$ cat config.mk
export PLATFORM = sky130hd
export DESIGN_NAME = vna_norm
export DESIGN_NICKNAME = d
export VERILOG_FILES = /design/src/sv/vna_pkg.sv /design/src/sv/vna_norm.sv
export SDC_FILE = /design/constraint.sdc
export NUM_CORES = 2
export LEC_CHECK = 0
export BUFFER_PORTS_ARGS = -buffer_cell sky130_fd_sc_hd__buf_2
export CAP_MARGIN = 20
export CORE_ASPECT_RATIO = 0.75
export CORE_MARGIN = 3
export CORE_UTILIZATION = 55
export CTS_CLUSTER_SIZE = 12
export DETAILED_ROUTE_END_ITERATION = 16
export PLACE_DENSITY_LB_ADDON = 0.12
export SYNTH_ARGS = -nofsm -noshare
export SYNTH_HDL_FRONTEND = slang
export SYNTH_SLANG_ARGS = --single-unit
$ cat constraint.sdc
create_clock -name clk -period 9.7 [get_ports clk]
set_clock_uncertainty 0.15 [all_clocks]
set_input_delay 0.485 -clock clk [delete_from_list [all_inputs] [get_ports clk]]
set_output_delay 0.485 -clock clk [all_outputs]
set_load 0.02 [all_outputs]
$ cat src/sv/vna_pkg.sv
`default_nettype none
package vna_pkg;

    localparam int MAX_VERTICES_DEF = 1024;
    localparam int MAX_FACES_DEF    = 2048;

    // Width of one coordinate, one corner index and the Q1.14 normal.
    localparam int COORD_W  = 32;
    localparam int CORNER_W = 10;
    localparam int NORM_W   = 16;
    localparam int FCOUT_W  = 12;

    typedef enum logic [1:0] {
        MODE_VERTEX = 2'd0,
        MODE_FACE   = 2'd1,
        MODE_QUERY  = 2'd2,
        MODE_NEW    = 2'd3
    } vna_mode_t;

    typedef struct packed {
        vna_mode_t                   mode;
        logic signed [COORD_W-1:0]   coord_x;
        logic signed [COORD_W-1:0]   coord_y;
        logic signed [COORD_W-1:0]   coord_z;
        logic        [CORNER_W-1:0]  corner_a;
        logic        [CORNER_W-1:0]  corner_b;
        logic        [CORNER_W-1:0]  corner_c;
    } vna_item_t;

    typedef struct packed {
        logic        [CORNER_W-1:0]  vertex_id;
        logic signed [NORM_W-1:0]    normal_x;
        logic signed [NORM_W-1:0]    normal_y;
        logic signed [NORM_W-1:0]    normal_z;
        logic        [FCOUT_W-1:0]   face_count;
        logic                        degenerate;
    } vna_result_t;

    // What the normalising unit hands back to the face walker.
    typedef struct packed {
        logic                        done;
        logic signed [NORM_W-1:0]    normal_x;
        logic signed [NORM_W-1:0]    normal_y;
        logic signed [NORM_W-1:0]    normal_z;
        logic                        degenerate;
    } vna_norm_t;

    typedef enum logic [3:0] {
        W_IDLE,
        W_FACE,
        W_FCHK,
        W_VA,
        W_VB,
        W_VC,
        W_DIFF,
        W_MUL,
        W_NEXT,
        W_NSTART,
        W_NORM,
        W_OUT
    } vna_walk_t;

    typedef enum logic [2:0] {
        N_IDLE,
        N_SHIFT,
        N_SQ,
        N_SQRT,
        N_DIV,
        N_DONE
    } vna_nstate_t;

endpackage
`default_nettype wire

$ cat src/sv/vna_norm.sv
`default_nettype none
module vna_norm #(
    parameter int SUM_W = 80
) (
    input  wire logic                    clk,
    input  wire logic                    rst_n,
    input  wire logic                    start,
    input  wire logic signed [SUM_W-1:0] sum_x,
    input  wire logic signed [SUM_W-1:0] sum_y,
    input  wire logic signed [SUM_W-1:0] sum_z,
    output vna_pkg::vna_norm_t           res
);
    import vna_pkg::*;

    localparam int MAG_W = 30;
    localparam int SQ_W  = 62;
    localparam int RT_W  = 31;
    localparam int NUM_W = 45;
    localparam int DCNT_W = $clog2(NUM_W);

    vna_nstate_t state_reg, state_next;

    logic        [SUM_W-1:0]  mag_reg [3];
    logic                     neg_reg [3];
    logic        [1:0]        k_reg;
    logic        [SQ_W-1:0]   sq_reg;
    logic        [SQ_W-1:0]   acc_reg;
    logic        [SQ_W-1:0]   rbit_reg;
    logic        [SQ_W-1:0]   root_reg;
    logic        [NUM_W-1:0]  num_reg;
    logic        [RT_W-1:0]   rem_reg;
    logic        [DCNT_W-1:0] dcnt_reg;
    logic signed [NORM_W-1:0] q_reg [3];
    logic                     degen_reg;

    logic        [SUM_W-1:0]  sum_in [3];
    logic                     big;
    logic                     any_nz;
    logic        [SQ_W:0]     trial_sq;
    logic        [RT_W-1:0]   m_val;
    logic        [RT_W:0]     trial_div;
    logic        [NUM_W-1:0]  num_init;
    logic        [NORM_W-1:0] q_mag;

    assign sum_in[0] = sum_x;
    assign sum_in[1] = sum_y;
    assign sum_in[2] = sum_z;

    always_comb
    begin
        big    = 1'b0;
        any_nz = 1'b0;
        for (int k = 0; k < 3; k++)
        begin
            big    = big | (|mag_reg[k][SUM_W-1:MAG_W]);
            any_nz = any_nz | (|mag_reg[k]);
        end
    end

    assign trial_sq  = {1'b0, root_reg} + {1'b0, rbit_reg};
    assign m_val     = root_reg[RT_W-1:0];
    assign trial_div = {rem_reg, num_reg[NUM_W-1]};
    assign num_init  = {1'b0, mag_reg[k_reg][MAG_W-1:0], 14'd0}
                     + NUM_W'(m_val[RT_W-1:1]);
    assign q_mag     = (trial_div >= {1'b0, m_val}) ? {num_reg[NORM_W-2:0], 1'b1}
                                                     : {num_reg[NORM_W-2:0], 1'b0};

    always_comb
    begin
        state_next = state_reg;
        unique case (state_reg)
            N_IDLE:
            begin
                if (start)
                begin
                    state_next = N_SHIFT;
                end
            end
            N_SHIFT:
            begin
                if (!big)
                begin
                    state_next = any_nz ? N_SQ : N_DONE;
                end
            end
            N_SQ:
            begin
                if (k_reg == 2'd3)
                begin
                    state_next = N_SQRT;
                end
            end
            N_SQRT:
            begin
                if (rbit_reg[0])
                begin
                    state_next = N_DIV;
                end
            end
            N_DIV:
            begin
                if (dcnt_reg == DCNT_W'(NUM_W) && k_reg == 2'd2)
                begin
                    state_next = N_DONE;
                end
            end
            N_DONE:
            begin
                state_next = N_IDLE;
            end
            default:
            begin
                state_next = N_IDLE;
            end
        endcase
    end

    always_ff @(posedge clk or negedge rst_n)
    begin
        if (!rst_n)
        begin
            state_reg <= N_IDLE;
        end
        else
        begin
            state_reg <= state_next;
        end
    end

    // The quotient builds up in the low bits of num_reg as the dividend
    // shifts out at the top; only the low 16 bits are kept.
    always_ff @(posedge clk)
    begin
        unique case (state_reg)
            N_IDLE:
            begin
                for (int k = 0; k < 3; k++)
                begin
                    mag_reg[k] <= sum_in[k][SUM_W-1] ? (~sum_in[k] + 1'b1) : sum_in[k];
                    neg_reg[k] <= !sum_in[k][SUM_W-1] && (|sum_in[k]);
                    q_reg[k]   <= '0;
                end
                k_reg     <= 2'd0;
                acc_reg   <= '0;
                degen_reg <= 1'b1;
            end
            N_SHIFT:
            begin
                if (big)
                begin
                    for (int k = 0; k < 3; k++)
                    begin
                        mag_reg[k] <= mag_reg[k] >> 1;
                    end
                end
                k_reg <= 2'd0;
            end
            N_SQ:
            begin
                if (k_reg != 2'd3)
                begin
                    sq_reg <= SQ_W'(mag_reg[k_reg][MAG_W-1:0])
                            * SQ_W'(mag_reg[k_reg][MAG_W-1:0]);
                end
                if (k_reg != 2'd0)
                begin
                    acc_reg <= acc_reg + sq_reg;
                end
                k_reg    <= k_reg + 2'd1;
                rbit_reg <= SQ_W'(1) << (SQ_W - 2);
                root_reg <= '0;
            end
            N_SQRT:
            begin
                if ({1'b0, acc_reg} >= trial_sq)
                begin
                    acc_reg  <= acc_reg - trial_sq[SQ_W-1:0];
                    root_reg <= (root_reg >> 1) + rbit_reg;
                end
                else
                begin
                    root_reg <= root_reg >> 1;
                end
                rbit_reg <= rbit_reg >> 2;
                k_reg    <= 2'd0;
                dcnt_reg <= '0;
            end
            N_DIV:
            begin
                if (dcnt_reg == '0)
                begin
                    num_reg  <= num_init;
                    rem_reg  <= '0;
                    dcnt_reg <= dcnt_reg + 1'b1;
                end
                else if (dcnt_reg == DCNT_W'(NUM_W))
                begin
                    q_reg[k_reg] <= neg_reg[k_reg] ? -$signed(q_mag) : $signed(q_mag);
                    k_reg        <= k_reg + 2'd1;
                    dcnt_reg     <= '0;
                    degen_reg    <= 1'b0;
                    num_reg      <= {num_reg[NUM_W-2:0], 1'b0};
                end
                else
                begin
                    if (trial_div >= {1'b0, m_val})
                    begin
                        rem_reg <= RT_W'(trial_div - {1'b0, m_val});
                        num_reg <= {num_reg[NUM_W-2:0], 1'b1};
                    end
                    else
                    begin
                        rem_reg <= trial_div[RT_W-1:0];
                        num_reg <= {num_reg[NUM_W-2:0], 1'b0};
                    end
                    dcnt_reg <= dcnt_reg + 1'b1;
                end
            end
            N_DONE:
            begin
                k_reg <= 2'd0;
            end
            default:
            begin
                k_reg <= 2'd0;
            end
        endcase
    end

    assign res.done       = (state_reg == N_DONE);
    assign res.normal_x   = q_reg[0];
    assign res.normal_y   = q_reg[1];
    assign res.normal_z   = q_reg[2];
    assign res.degenerate = degen_reg;

endmodule
`default_nettype wire

==> results by group <==
Logic synthesis
  • Yosys warning total: 0
  • EDFF count, synth: 590
  • Area leader, netlist: edfxtp_1
  • Sequential area share after synthesis: 26.2%
  • Synthesized cell area: 68000 um^2
  • Main synth FF type: edfxtp_1
  • Synth area leaders: edfxtp_1 (26%), fa_1 (21%), ha_1 (9.2%), inv_1 (5.6%), nand2_1 (4.7%)
  • Syn nets: 8909
  • Unique cell type count in the Yosys netlist: 89
  • Ys async rst share: 0.504%
  • Top-area cell type share of the netlist area: 26.1%
  • Synth Instances: 7459
  • Yosys reg bits: 595
  • Avg Inst Size Synth: 9.12 um^2

STA
  • RSZ-0062 raised after global routing: no
  • Max frequency: 0.106 GHz
  • Min Tclk post-route: 9.47 ns
  • Final worst slack: 0.230 ns
  • Final setup viols: 0
  • Slew margin rel.: 13.1%
  • Final Cycle Share: 97.6%
  • Final Max Tran Viols: 0
  • Worst hold slack: 0.0595 ns
  • Final Hold Vio Count: 0
  • Slew @ Worst Pin: 1.29 ns

Setup path
  • Setup crit end kind: flip-flop
  • Reg2reg setup slack: 0.23 ns
  • Critical path type: flip-flop to flip-flop
  • Worst stage delay on the critical path: 0.58 ns
  • Max Fanout on Critical Path: 8
  • Critical path's top delay family: adder cells
  • Worst Path Required: 9.98 ns
  • Crit-path most repeated cell: fa_1
  • Crit path buf inv count: 7
  • Startpoint Class: flip-flop
  • Worst EP arrival: 9.75 ns
  • Slowest cell on crit path: fa_1

Floorplanning
  • Die W: 412 um
  • Top Ports: 293
  • Core ar.: 122000 um^2
  • Die Ht: 311 um
  • Initial core utilization: 55.5%
  • Die area: 128000 um^2
  • Row count: 111

Cells and area
  • Max reg flops: 240
  • Most frequent cells in the layout: inv_1 (1005), nand2_1 (856), fa_1 (709), nor2_1 (629), edfxtp_1 (590)
  • # nets final: 9142
  • Area Overhead vs Synth: 9.22%
  • Commonest non-fill, non-tap cell in the layout: inv_1
  • Layout cells sized above 1: 8.76%
  • Final cell count without fillers: 9422

Job
  • Maxcap violations: 0

Place
  • Placer Congestion: 1.20
  • Hpwl dp: 175000 um
  • DP Worst Slack: -0.00554 ns
  • Placed Cells: 9243
  • Number of port buffers: 292

Global routing
  • Largest net degree at the start of global routing: 167
  • Vias in the first global route: 55434
  • First-pass GRT wire length: 332000 um
  • Total track usage: 33.9%
  • Grt total ovfl: 0
  • Antenna violations before repair: 46

Detailed routing
  • Antenna Nets Post-Route: 0
  • Pre-antenna DRT Iters: 7
  • Remaining DRCs: 0
  • Final wirelength: 217000 um
  • Via count: 56671
  • Post-DR vias/cell: 6.01
  • WL/cell: 23.0 um
  • DRT iter0 DRCs: 6826

Clock network
  • CTS clk-pin slew, worst paths: 0.06 ns
  • Num CTS Buffers: 71
  • CTS tree: built
  • Max clock buf depth: 3
  • CTS sink cnt: 595
  • H-Tree Depth: 3
  • CTS Root Cell: clkbuf_16
  • Clk Latency, worst-skew pair: 0.70 ns

Outcome
  • Outcome: completed

Min path
  • Worst min-delay path class: input port to flip-flop
area by class of cell:
cell class	count	area [um^2]
Clock buffer	86	1830
Tap cell	1638	2050
Antenna cell	41	103
Sequential cell	595	17800
Clock inverter	38	419
Inverter	1027	3880
Timing Repair Buffer	445	2780
Multi-Input combinational cell	5552	45400
Fill cell	10659	48200
cells in the mapped netlist, drive strengths merged, types with 24 or more instances:
master	number
o31ai	75
fa	709
and2	27
mux2i	41
nor3	97
nor2b	28
nand4	91
a21boi	24
clkbuf	256
or4	41
o21bai	42
nand2b	49
xnor2	235
nor2	631
inv	1009
or2	38
o41ai	41
a21o	168
o21ai	546
nand2	862
a211oi	31
o21a	63
a31oi	86
nor4	101
edfxtp	590
and3	57
nand3	73
ha	498
a21oi	342
xor2	303
buf	29
or3	82
stage by stage:
| stage | area (um^2) | TNS (ns) | utilization (%) |
|---|---|---|---|
| 3_3_place_gp | 71600 | 0 | 58.5 |
| 2_1_floorplan | 68000 | 0 | - |
| 4_1_cts | 73900 | 0 | 60.3 |
| 6_report | 74300 | 0 | 60.6 |
| 3_5_place_dp | 71600 | -0.00554 | 58.5 |
| 5_1_grt | 74200 | 0 | 60.6 |
layer usage:
layer,share of wire [%],vias up,GRT usage [%],wire [um]
met2,40,2740,46.4,87000
li1,-,25771,-,-
met3,13,347,12.9,27200
met1,45,27785,50.4,97000
met4,2.4,28,7.63,5160
met5,0.24,-,1.57,530
path summary, 6_finish.rpt:
kind	endpoint	start	cells past startpoint
worst max-delay path	sq_reg[59]	mag_reg[1][14]	31
min in group asynchronous	state_reg[1]	rst_n	2
worst min register to register	num_reg[41]	num_reg[40]	2
worst max register to register	sq_reg[59]	mag_reg[1][14]	31
worst min-delay path	mag_reg[1][51]	sum_y[51]	3
max in group asynchronous	state_reg[2]	rst_n	2
worst register-to-register path, delay by kind of cell, from the launching register on:
kind                       cells  cell delay [ns]
buffers and inverters          7             0.96
DFF                            1             0.51
muxes                          1             0.25
xor gates and xnor gates       1             0.12
AOI/OAI and AO/OA              9             1.78
and+or+nand+nor                4             0.99
adders and majority gates      9             4.47
logic make-up after synthesis:
group | synth area share [%]
multiplexers | 0.786
AO/OA/AOI/OAI | 13.7
XOR/XNOR | 6.93
buffers and inverters | 7.25
flip-flops | 26.2
AND/OR/NAND/NOR | 15.1
adder cells (fa/ha/maj) | 30.0
timing repair:
action	4_1_cts	5_1_grt
pin swaps	1	1
gates resized for setup	0	33
hold endpoints to repair	4	0
gates cloned	0	1
hold buffers	2	0
endpoints found under the setup margin	1	14
buffers inserted	1	8
Power is not shown: default switching activity piles up to over one toggle a cycle in this logic, so the estimate is an artifact.
